File: src/sv/ste_pkg.sv
// ----------------------------------------------------------------------------
// ste_pkg
// shared widths, register indexes and pipeline types of the 3d stencil
// ----------------------------------------------------------------------------
package ste_pkg;

  localparam int DATA_W  = 32;
  localparam int COEF_W  = 18;
  localparam int X_W     = 6;
  localparam int Y_W     = 6;
  localparam int Z_W     = 8;
  localparam int LEN_W   = 7;
  localparam int BANK_W  = 2;
  localparam int NBANK   = 4;
  localparam int NHALF   = 2;
  localparam int RAM_AW  = Y_W - BANK_W + X_W;
  localparam int PROD_W  = DATA_W + COEF_W;
  localparam int ACC_W   = 56;
  localparam int FRAC_W  = 16;
  localparam int IDX_W   = 3;

  localparam logic [X_W-1:0] X_MAX = '1;
  localparam logic [Y_W-1:0] Y_MAX = '1;
  localparam logic [Z_W-1:0] Z_MAX = '1;

  // configuration register indexes
  localparam logic [IDX_W-1:0] CFG_CENTER  = 3'd0;
  localparam logic [IDX_W-1:0] CFG_X_MINUS = 3'd1;
  localparam logic [IDX_W-1:0] CFG_X_PLUS  = 3'd2;
  localparam logic [IDX_W-1:0] CFG_Y_MINUS = 3'd3;
  localparam logic [IDX_W-1:0] CFG_Y_PLUS  = 3'd4;
  localparam logic [IDX_W-1:0] CFG_Z_MINUS = 3'd5;
  localparam logic [IDX_W-1:0] CFG_Z_PLUS  = 3'd6;

  // position and decision for one request
  typedef struct packed {
    logic           emit;
    logic [X_W-1:0] x;
    logic [Y_W-1:0] y;
    logic [Z_W-1:0] z;
    logic           sel;
  } ctrl_t;

endpackage

File: src/sv/ste_ctrl.sv
// ----------------------------------------------------------------------------
// ste_ctrl
// raster counters, learned grid sizes and the emit decision
// ----------------------------------------------------------------------------
module ste_ctrl
  import ste_pkg::*;
(
  input  logic  clk,
  input  logic  rst_n,
  input  logic  accept,
  input  logic  row_end,
  input  logic  plane_end,
  input  logic  grid_end,
  output ctrl_t ctl
);

  logic [X_W-1:0]   col_r, col_nxt;
  logic [Y_W-1:0]   row_r, row_nxt;
  logic [Z_W-1:0]   plane_r, plane_nxt;
  logic [LEN_W-1:0] lrl_r, lrl_nxt;
  logic [LEN_W-1:0] lpr_r, lpr_nxt;
  logic             sel_r, sel_nxt;
  logic             g_end, p_end, r_end;

  assign g_end = grid_end;
  assign p_end = grid_end | plane_end;
  assign r_end = p_end | row_end;

  // interior test of the centre point one plane back
  assign ctl.emit = (plane_r >= Z_W'(2)) && (col_r != '0) && (row_r != '0) &&
                    ({2'b00, col_r} + 8'd2 <= {1'b0, lrl_r}) &&
                    ({2'b00, row_r} + 8'd2 <= {1'b0, lpr_r});
  assign ctl.x    = col_r;
  assign ctl.y    = row_r;
  assign ctl.z    = plane_r - Z_W'(1);
  assign ctl.sel  = sel_r;

  // next counter values
  always_comb begin
    col_nxt   = col_r;
    row_nxt   = row_r;
    plane_nxt = plane_r;
    sel_nxt   = sel_r;
    lrl_nxt   = r_end ? ({1'b0, col_r} + LEN_W'(1)) : lrl_r;
    lpr_nxt   = p_end ? ({1'b0, row_r} + LEN_W'(1)) : lpr_r;
    if (g_end) begin
      col_nxt   = '0;
      row_nxt   = '0;
      plane_nxt = '0;
      sel_nxt   = 1'b0;
    end else if (p_end) begin
      col_nxt = '0;
      row_nxt = '0;
      if (plane_r != Z_MAX) plane_nxt = plane_r + Z_W'(1);
      sel_nxt = ~sel_r;
    end else if (r_end) begin
      col_nxt = '0;
      if (row_r != Y_MAX) row_nxt = row_r + Y_W'(1);
    end else begin
      if (col_r != X_MAX) col_nxt = col_r + X_W'(1);
    end
  end

  always_ff @(posedge clk) begin
    if (!rst_n) begin
      col_r   <= '0;
      row_r   <= '0;
      plane_r <= '0;
      lrl_r   <= '0;
      lpr_r   <= '0;
      sel_r   <= 1'b0;
    end else if (accept) begin
      col_r   <= col_nxt;
      row_r   <= row_nxt;
      plane_r <= plane_nxt;
      lrl_r   <= lrl_nxt;
      lpr_r   <= lpr_nxt;
      sel_r   <= sel_nxt;
    end
  end

endmodule

File: config.mk
export PLATFORM = sky130hd
export DESIGN_NAME = ste_ctrl
export DESIGN_NICKNAME = d
export VERILOG_FILES = /design/src/sv/ste_pkg.sv /design/src/sv/ste_ctrl.sv
export SDC_FILE = /design/constraint.sdc
export NUM_CORES = 1
export LEC_CHECK = 0
export BUFFER_PORTS_ARGS = -buffer_cell sky130_fd_sc_hd__clkbuf_2
export CAP_MARGIN = 10
export CORE_MARGIN = 4
export CORE_UTILIZATION = 56
export CTS_BUF_LIST = sky130_fd_sc_hd__clkbuf_4 sky130_fd_sc_hd__clkbuf_8
export DETAILED_ROUTE_END_ITERATION = 10
export PLACE_DENSITY = 0.79
export REMOVE_ABC_BUFFERS = 1
export SYNTH_ARGS = -nofsm -noshare
export SYNTH_HDL_FRONTEND = slang
export SYNTH_SLANG_ARGS = --single-unit
File: constraint.sdc
create_clock -name clk -period 2.5 [get_ports clk]
set_input_delay 0.5 -clock clk [delete_from_list [all_inputs] [get_ports clk]]
set_output_delay 0.5 -clock clk [all_outputs]
set_load 0.05 [all_outputs]
==> flow_metrics.env, run 1 <==
export IMPL_dp_cells=377
export IMPL_multi_input_area_sq_um=1580
export IMPL_rrSetupSlack_ps=630
export IMPL_drtIter0Drc=133
export IMPL_r2r_end="plane_r[2]$_SDFFE_PN0P_"
export IMPL_coreArea_sq_um=4120
export IMPL_worst_clock_skew_ps=9.01
export IMPL_synthTopCellsByCount="nor2_1, dfxtp_1, inv_1"
export IMPL_dieArea_sq_um=5470
export IMPL_ios=28
export IMPL_hold_path_depth=2
export IMPL_yosysTopAreaCellShare_pct=28.8
export IMPL_grt_usage_pct=22.3
export IMPL_cts_made_buffers=5
export IMPL_syn_to_final_growth_pct=17.0
export IMPL_worst_pin_slew_ps=582
export IMPL_grt_max_degree=15
export IMPL_final_min_clock_period_ps=2740
export IMPL_grt_ovfl_total=0
export IMPL_r2r_start="plane_r[1]$_SDFFE_PN0P_"
export IMPL_port_buffers=27
export IMPL_hold_path_class="register to register"
export IMPL_via_count=2216
export IMPL_synthSimpleGateAreaFrac_pct=23.6
export IMPL_synth_area_leaders="dfxtp_1, ha_1, xnor2_1"
export IMPL_p_per_area_nw_per_um2=422
export IMPL_synthXorXnorAreaFrac_pct=9.71
export IMPL_grt_pass1_wl_microns=9480
export IMPL_drtPass1Iterations=4
export IMPL_power_uw=1200
export IMPL_path_max_fanout=2
export IMPL_synth_most_common_cell="nor2_1"
export IMPL_cts_sink_count=35
export IMPL_htree_levels=2
export IMPL_place_congestion=0.831
export IMPL_hold_buffers=0
export IMPL_synth_enable_flop_cells=0
export IMPL_power_leakage_uw=0.00115
export IMPL_cp_start_kind="register"
export IMPL_crit_start="col_r[2]$_SDFFE_PN0P_"
export IMPL_cp_data_arrival_time_ps=2240
export IMPL_synth_compound_area_share_pct=17.8
export IMPL_crit_path_top_delay_cell="dfxtp_2"
export IMPL_hold_viol=0
export IMPL_rows=23
export IMPL_fill_cells=332
export IMPL_ys_warn_count=0
export IMPL_ff2ff_path_depth=6
export IMPL_clkLatencyLatePin_ps=290
export IMPL_nets=365
export IMPL_final_util_pct=69.2
export IMPL_synth_ff_type="dfxtp_1"
export IMPL_synth_top_family_by_area="simple AND/OR/NAND/NOR gates"
export IMPL_crit_type="register to output port"
export IMPL_die_x_microns=73.9
export IMPL_setup_viol=1
export IMPL_root_buffer="clkbuf_8"
export IMPL_start_util_pct=59.2
export IMPL_layout_drive_gt1_share_pct=25.3
export IMPL_cp_required_ps=2000
export IMPL_ir_drop_uv=316
export IMPL_max_stage_delay_ps=350
export IMPL_slew_violations=0
export IMPL_grt_pass1_vias=2130
export IMPL_place_hpwl_microns=4170
export IMPL_viasPerCell=5.74
export IMPL_final_cells=386
export IMPL_wirelength_microns=5660
export IMPL_ys_ff_latch=35
export IMPL_synth_distinct_cells=51
export IMPL_drc=0
export IMPL_diodes=0
export IMPL_drv_cap=0
export IMPL_final_antenna_net_count=0
export IMPL_cp_end_kind="output port"
export IMPL_path_cells="ha_4 > nand3_2 > xnor2_1 > ha_1 > a21o_1 > a21oi_2 > nand3b_1 > a211oi_2 > buf_4 > buf_12"
export IMPL_critPathCapture="ctl[21]"
export IMPL_ys_async_sr_fraction_pct=0
export IMPL_netlist_top_cell_by_area="dfxtp_1"
export IMPL_violations="setup timing"
export IMPL_synth_area_sq_um=2430
export IMPL_fin_crit_sh_pct=109
export IMPL_clk_path_buf_depth=2
export IMPL_holdWs_ps=459
export IMPL_synth_mux_area_share_pct=0
export IMPL_rsz0062_at_grt="true"
export IMPL_worst_slack_ps=-237
export IMPL_relSlewSlack_pct=61.2
export IMPL_seqCellArea_sq_um=707
export IMPL_synthCells=297
export IMPL_seq_area_frac_synth_pct=28.8
export IMPL_synthAdderAreaFrac_pct=11.8
export IMPL_dp_slack_ps=-84.3
export IMPL_outcome="finished, violations left"
export IMPL_die_y_microns=73.9
export IMPL_antenna_found_initial=0
export IMPL_timing_fmax_mhz=365
export IMPL_path_clk_slew_ps=70
export IMPL_synth_area_per_cell_sq_um=8.20
export IMPL_routedWlPerCell_microns=14.7
export IMPL_cts_tree="built"
[cell usage in the layout, fill, tap and decap left out, types with 2 or more instances in the layout]
| cell | count |
|---|---|
| a211oi_1 | 9 |
| a211oi_2 | 3 |
| a21oi_1 | 18 |
| a21oi_2 | 3 |
| a311oi_1 | 2 |
| a31oi_1 | 2 |
| and3_1 | 3 |
| buf_4 | 22 |
| clkbuf_2 | 26 |
| clkbuf_8 | 6 |
| dfxtp_1 | 30 |
| dfxtp_2 | 5 |
| ha_1 | 21 |
| ha_4 | 2 |
| inv_1 | 24 |
| nand2_1 | 23 |
| nand3_1 | 13 |
| nand3_2 | 3 |
| nand4_1 | 5 |
| nand4b_1 | 3 |
| nor2_1 | 36 |
| nor3_1 | 7 |
| nor4_1 | 2 |
| o21a_1 | 2 |
| o21ai_0 | 3 |
| o21ai_1 | 8 |
| or3_1 | 2 |
| xnor2_1 | 16 |
| xor2_1 | 11 |
[how the worst min path moves through the flow]
stage	from	to	slack, ps
2_1_floorplan	lpr_r[1]$_SDFFE_PN0P_	lpr_r[1]$_SDFFE_PN0P_	440
3_3_place_gp	lrl_r[1]$_SDFFE_PN0P_	lrl_r[1]$_SDFFE_PN0P_	450
3_5_place_dp	lpr_r[1]$_SDFFE_PN0P_	lpr_r[1]$_SDFFE_PN0P_	450
4_1_cts	lrl_r[1]$_SDFFE_PN0P_	lrl_r[1]$_SDFFE_PN0P_	460
5_1_grt	lpr_r[1]$_SDFFE_PN0P_	lpr_r[1]$_SDFFE_PN0P_	490
6_report	lrl_r[1]$_SDFFE_PN0P_	lrl_r[1]$_SDFFE_PN0P_	460
[flip-flops by register name (all words and copies together), names as in the netlist]
signal / count
plane_r: 8
col_r: 6
lpr_r: 7
row_r: 6
sel_r: 1
lrl_r: 7
[power breakdown]
part | total [uW] | switching, uW | internal, uW
clock | 424 | 208 | 216
combinational | 197 | 135 | 62.0
sequential | 580 | 8.86 | 572
total | 1200 | 351 | 850
[critical path: cells and delay by family (launching register included)]
kind / cells / cell delay [ps]
adders and majority gates: 2 / 460
and+or+nand+nor: 2 / 180
buffers and inverters: 2 / 290
DFF: 1 / 350
xor gates and xnor gates: 1 / 130
AOI/OAI and AO/OA: 3 / 550
[kinds of logic after synthesis]
family,count (synthesis)
compound gates,60
flops,35
buf+inv,42
simple gates,110
fa+ha+maj,23
xor+xnor,27
[per-stage QoR]
| stage | setup TNS (ps) | area, sq um |
|---|---|---|
| after CTS | -214 | 2850 |
| after detailed placement | -84.3 | 2690 |
| after floorplan | -1280 | 2320 |
| after global routing | -320 | 2850 |
| final | -237 | 2850 |
| after global placement | 0 | 2690 |
[per-layer routing]
| layer | share of wire [%] | vias up | GRT usage [%] | wire (microns) |
|---|---|---|---|---|
| met5 | 0 | - | 0 | 0 |
| li1 | - | 1102 | - | - |
| met4 | 2.6 | 0 | 10.7 | 149 |
| met3 | 5.1 | 13 | 3.92 | 289 |
| met1 | 45 | 1032 | 27.7 | 2540 |
| met2 | 47 | 69 | 37.3 | 2680 |
[timing repair]
action,in CTS,in global routing
setup buffers,2,0
pin swaps,8,1
resized for setup,16,0
endpoints found under the setup margin,1,1
[cell type report]
| type | count | share of cell area (%) |
|---|---|---|
| Multi-Input combinational cell | 220 | 55.3 |
| Tap cell | 50 | 2.20 |
| Clock buffer | 6 | 2.90 |
| Timing Repair Buffer | 50 | 11.5 |
| Sequential cell | 35 | 24.8 |
| Inverter | 24 | 3.16 |
| Clock inverter | 1 | 0.176 |
No activity file was read; power rests on OpenSTA's default activity.
==> inputs of run 2 (changes only) <==
- BUFFER_PORTS_ARGS: -buffer_cell sky130_fd_sc_hd__clkbuf_2 -> -buffer_cell sky130_fd_sc_hd__buf_4
- CORE_UTILIZATION: 56 -> 55
- PLACE_DENSITY: 0.79 -> 0.78
==> run 2 against run 1 <==
The flow still finishes with violations (setup timing). Global-route usage shrank 1.0 points. Critical endpoint unchanged. Largest power group unchanged. Clock skew is 7.3 ps lower. Highest routed layer unchanged. Non-clock buffer count shrank 2.
==> flow_metrics.env, run 2 (synthesized netlist as in run 1, its figures left out) <==
export IMPL_cp_data_arrival_time_ps=2240
export IMPL_hold_path_depth=2
export IMPL_layout_common_cells="buf_4, nor2_1, dfxtp_1"
export IMPL_worst_pin_slew_ps=486
export IMPL_place_hpwl_microns=4150
export IMPL_hold_buffers=0
export IMPL_drv_cap=0
export IMPL_start_util_pct=58.8
export IMPL_top_regs="plane_r: 8 flops, lpr_r: 7 flops, lrl_r: 7 flops"
export IMPL_final_util_pct=69.3
export IMPL_ios=28
export IMPL_port_buffers=27
export IMPL_syn_to_final_growth_pct=17.9
export IMPL_cts_made_buffers=5
export IMPL_wl_met2_microns=2750
export IMPL_slew_violations=0
export IMPL_antenna_found_initial=0
export IMPL_grt_pass1_vias=2017
export IMPL_clk_path_buf_depth=2
export IMPL_routedWlPerCell_microns=14.7
export IMPL_r2r_end="plane_r[2]$_SDFFE_PN0P_"
export IMPL_path_max_fanout=2
export IMPL_tns_ps=-240
export IMPL_rows=23
export IMPL_grt_usage_pct=21.3
export IMPL_place_congestion=0.879
export IMPL_rsz0062_at_grt="true"
export IMPL_htree_levels=2
export IMPL_setup_viol=1
export IMPL_diodes=0
export IMPL_coreArea_sq_um=4140
export IMPL_ir_drop_uv=264
export IMPL_hold_viol=0
export IMPL_power_leakage_uw=0.00115
export IMPL_top_register="plane_r"
export IMPL_outcome="finished, violations left"
export IMPL_holdWs_ps=459
export IMPL_path_cells="ha_4 > nand3_2 > xnor2_1 > ha_1 > a21o_1 > a21oi_2 > nand3b_1 > a211oi_2 > buf_6"
export IMPL_critPathBufInv=1
export IMPL_worst_clock_skew_ps=1.66
export IMPL_grt_pass1_wl_microns=9210
export IMPL_max_stage_delay_ps=360
export IMPL_rrSetupSlack_ps=660
export IMPL_timing_fmax_mhz=365
export IMPL_clkLatencyLatePin_ps=290
export IMPL_wirelength_microns=5620
export IMPL_mostFrequentLayoutCell="buf_4"
export IMPL_cp_required_ps=2000
export IMPL_wl_met3_microns=291
export IMPL_drt_met1_wl_microns=2540
export IMPL_viasPerCell=5.73
export IMPL_drc=0
export IMPL_path_clk_slew_ps=70
export IMPL_min_delay_start="lrl_r[1]$_SDFFE_PN0P_"
export IMPL_r2r_start="plane_r[1]$_SDFFE_PN0P_"
export IMPL_grt_max_degree=16
export IMPL_drtIter0Drc=108
export IMPL_cp_start_kind="register"
export IMPL_hold_end="lrl_r[1]$_SDFFE_PN0P_"
export IMPL_hold_path_class="register to register"
export IMPL_root_buffer="clkbuf_8"
export IMPL_cp_top_family="compound AO/OA/AOI/OAI gates"
export IMPL_drtPass1Iterations=4
export IMPL_cts_sink_count=35
export IMPL_cp_end_kind="output port"
export IMPL_final_min_clock_period_ps=2740
export IMPL_die_y_microns=74.5
export IMPL_crit_type="register to output port"
export IMPL_worst_slack_ps=-240
export IMPL_via_count=2194
export IMPL_die_x_microns=74.5
export IMPL_final_antenna_net_count=0
export IMPL_top_layer="met4"
export IMPL_crit_path_top_delay_cell="dfxtp_2"
export IMPL_dieArea_sq_um=5560
export IMPL_layout_drive_gt1_share_pct=24.6
export IMPL_nets=363
export IMPL_grt_ovfl_total=0
export IMPL_ff2ff_path_depth=6
export IMPL_violations="setup timing"
export IMPL_p_per_area_nw_per_um2=410
export IMPL_cts_tree="built"
export IMPL_relSlewSlack_pct=67.3
export IMPL_fin_crit_sh_pct=110
export IMPL_largest_reg_flops=8
-- run 2: routing by layer --
| layer | vias to the layer above | GRT usage [%] |
|---|---|---|
| li1 | 1098 | - |
| met1 | 1046 | 28.2 |
| met2 | 46 | 35.9 |
| met3 | 4 | 4.05 |
| met4 | 0 | 4.74 |
| met5 | - | 0 |
-- run 2: worst max-delay path by stage --
stage / from / to / slack [ps] / cells after the start
finish: col_r[1]$_SDFFE_PN0P_ / ctl[21] / -240 / 9
global route: col_r[1]$_SDFFE_PN0P_ / ctl[21] / -380 / 9
CTS: col_r[1]$_SDFFE_PN0P_ / ctl[21] / -200 / 9
detailed placement: row_r[2]$_SDFFE_PN0P_ / ctl[21] / -110 / 9
global placement: row_r[1]$_SDFFE_PN0P_ / ctl[21] / 20 / 9
floorplan: col_r[2]$_SDFFE_PN0P_ / ctl[21] / -1280 / 8
-- run 2: power breakdown --
part	switching, uW	internal, uW
combinational	135	71.2
clock	194	196
sequential	9.21	572
total	338	840
-- run 2: worst register-to-register path, cell delays in order (launching register included) --
cell	delay (ps)
dfxtp_1	480
ha_1	300
nand3_1	190
o41ai_2	450
nor2_1	100
xnor2_1	160
nor2_1	50
-- run 2: per-stage QoR --
stage | instances | power, uW | cell area (sq um) | setup slack [ps]
after floorplan | 279 | 729 | 2320 | -1280
after global placement | 376 | 790 | 2740 | 19.2
after detailed placement | 376 | 795 | 2740 | -110
after CTS | 383 | 1180 | 2870 | -199
after global routing | 383 | 1230 | 2870 | -384
final | 383 | 1180 | 2870 | -240
-- run 2: area by class of cell --
type | count | area (sq um)
inverters | 24 | 90.1
multi-input cells | 220 | 1570
flip-flops and latches | 35 | 706
fillers | 362 | 1270
repair buffers | 48 | 364
well taps | 50 | 62.6
clock buffers | 6 | 76.3
-- run 2: repair_timing --
action | 4_1_cts | 5_1_grt
pin swaps | 4 | 0
gates resized for setup | 15 | 0
endpoints found under the setup margin | 1 | 1
buffers inserted | 1 | 0
==> inputs of run 3 (changes only) <==
- PLACE_DENSITY: 0.78 -> 0.76
==> run 3 against run 2 <==
Global-route usage is 1.9 points higher. First-iteration DRC count increased by 60%. Via count fell by 0.73%. The run still ends with setup timing left. Critical path type unchanged. Cell count is 0.26% higher. Flip-flop and latch count stayed put.
==> flow_metrics.env, run 3 (synthesized netlist as in run 1, its figures left out) <==
export IMPL_clkLatencyLatePin_ps=290
export IMPL_worst_slack_ps=-182
export IMPL_relSlewSlack_pct=68.1
export IMPL_min_delay_start="lrl_r[1]$_SDFFE_PN0P_"
export IMPL_r2r_start="plane_r[1]$_SDFFE_PN0P_"
export IMPL_multi_input_area_sq_um=1600
export IMPL_final_antenna_net_count=0
export IMPL_nets=362
export IMPL_final_min_clock_period_ps=2680
export IMPL_dp_slack_ps=-70.4
export IMPL_top_register="plane_r"
export IMPL_setup_viol=1
export IMPL_largest_reg_flops=8
export IMPL_place_hpwl_microns=4300
export IMPL_place_congestion=0.806
export IMPL_hold_viol=0
export IMPL_viasPerCell=5.67
export IMPL_ios=28
export IMPL_ir_drop_uv=269
export IMPL_mostFrequentLayoutCell="buf_4"
export IMPL_fin_crit_sh_pct=107
export IMPL_path_clk_slew_ps=70
export IMPL_crit_type="register to output port"
export IMPL_wirelength_microns=5820
export IMPL_antenna_found_initial=0
export IMPL_cp_data_arrival_time_ps=2180
export IMPL_worst_pin_slew_ps=474
export IMPL_via_count=2178
export IMPL_slew_violations=0
export IMPL_grt_pass1_wl_microns=9880
export IMPL_die_x_microns=74.5
export IMPL_cts_tree="built"
export IMPL_grt_pass1_vias=2052
export IMPL_drc=0
export IMPL_htree_levels=2
export IMPL_root_buffer="clkbuf_8"
export IMPL_top_regs="plane_r: 8 flops, lpr_r: 7 flops, lrl_r: 7 flops"
export IMPL_die_y_microns=74.5
export IMPL_grt_ovfl_total=0
export IMPL_final_area_sq_um=2920
export IMPL_power_leakage_uw=0.00116
export IMPL_seqCellArea_sq_um=707
export IMPL_drv_cap=0
export IMPL_start_util_pct=58.8
export IMPL_cp_end_kind="output port"
export IMPL_worst_clock_skew_ps=5.59
export IMPL_cts_made_buffers=5
export IMPL_diodes=0
export IMPL_p_sw_uw=359
export IMPL_grt_max_degree=19
export IMPL_sequentialPowerShare_pct=46.0
export IMPL_path_max_fanout=3
export IMPL_syn_to_final_growth_pct=19.7
export IMPL_p_clk_share_pct=37.8
export IMPL_p_int_uw=905
export IMPL_port_buffers=27
export IMPL_coreArea_sq_um=4140
export IMPL_power_uw=1260
export IMPL_switching_share_pct=28.4
export IMPL_grt_usage_pct=23.2
export IMPL_hold_path_class="register to register"
export IMPL_rows=23
export IMPL_cts_sink_count=35
export IMPL_violations="setup timing"
export IMPL_placed_cell_area_sq_um=2740
export IMPL_clk_path_buf_depth=2
export IMPL_dieArea_sq_um=5560
export IMPL_fill_cells=359
export IMPL_hold_buffers=0
export IMPL_cp_required_ps=2000
export IMPL_outcome="finished, violations left"
export IMPL_crit_start="row_r[1]$_SDFFE_PN0P_"
export IMPL_holdWs_ps=465
export IMPL_rsz0062_at_grt="true"
export IMPL_drtPass1Iterations=4
export IMPL_drtIter0Drc=173
export IMPL_p_per_area_nw_per_um2=433
export IMPL_routedWlPerCell_microns=15.2
export IMPL_combPwrFrac_pct=16.2
export IMPL_layout_drive_gt1_share_pct=26.0
export IMPL_cp_start_kind="register"
export IMPL_timing_fmax_mhz=373
export IMPL_layout_common_cells="buf_4, nor2_1, dfxtp_1"
==> run 3: final cells by class <==
cell class | instances | area share [%]
Tap cell | 50 | 2.15
Sequential cell | 35 | 24.2
Multi-Input combinational cell | 220 | 54.7
Clock buffer | 8 | 3.56
Timing Repair Buffer | 47 | 12.2
Inverter | 24 | 3.09
==> run 3: what timing repair did <==
| action | 4_1_cts | 5_1_grt |
|---|---|---|
| endpoints found under the setup margin | 1 | 1 |
| resized for setup | 20 | 0 |
| pin swaps | 10 | 0 |
| setup buffers | 0 | 0 |
==> run 3: per-stage QoR <==
stage	instances	TNS (ps)	utilization (%)
2_1_floorplan	279	-1280	-
3_5_place_dp	376	-70.4	66.1
3_3_place_gp	376	0	66.1
4_1_cts	384	-167	70.4
5_1_grt	384	-276	70.4
6_report	384	-182	70.4
==> run 3: layer usage <==
metal  vias to the layer above  routed length, microns  GRT usage, %
met2                        55                    2870          38.0
met1                      1016                    2580          30.4
li1                       1100                       -             -
met3                         7                     312          3.92
met4                         0                      62          8.89
met5                         -                       0             0
==> run 3: power by group through the flow <==
| stage | Combinational [uW] | Sequential [uW] | Clock [uW] |
|---|---|---|---|
| 6_report | 205 | 581 | 478 |
| 5_1_grt | 224 | 582 | 506 |
| 4_1_cts | 205 | 581 | 481 |
| 3_5_place_dp | 201 | 593 | 0 |
| 3_3_place_gp | 198 | 593 | 0 |
| 2_1_floorplan | 129 | 601 | 0 |
==> run 3: critical path: stages (launching register included) <==
cell,delay (ps)
dfxtp_2,370
ha_4,160
nand3_2,110
xnor2_2,180
ha_2,300
nand4_1,110
o22ai_1,100
o22a_1,180
a211oi_2,180
buf_6,190
==> run 3: final timing paths <==
path / cells past startpoint / endpoint / slack, ps
worst min-delay path: 2 / lrl_r[1]$_SDFFE_PN0P_ / 460
worst max-delay path: 9 / ctl[21] / -180
worst min register to register: 2 / lrl_r[1]$_SDFFE_PN0P_ / 460
worst max register to register: 6 / plane_r[2]$_SDFFE_PN0P_ / 650
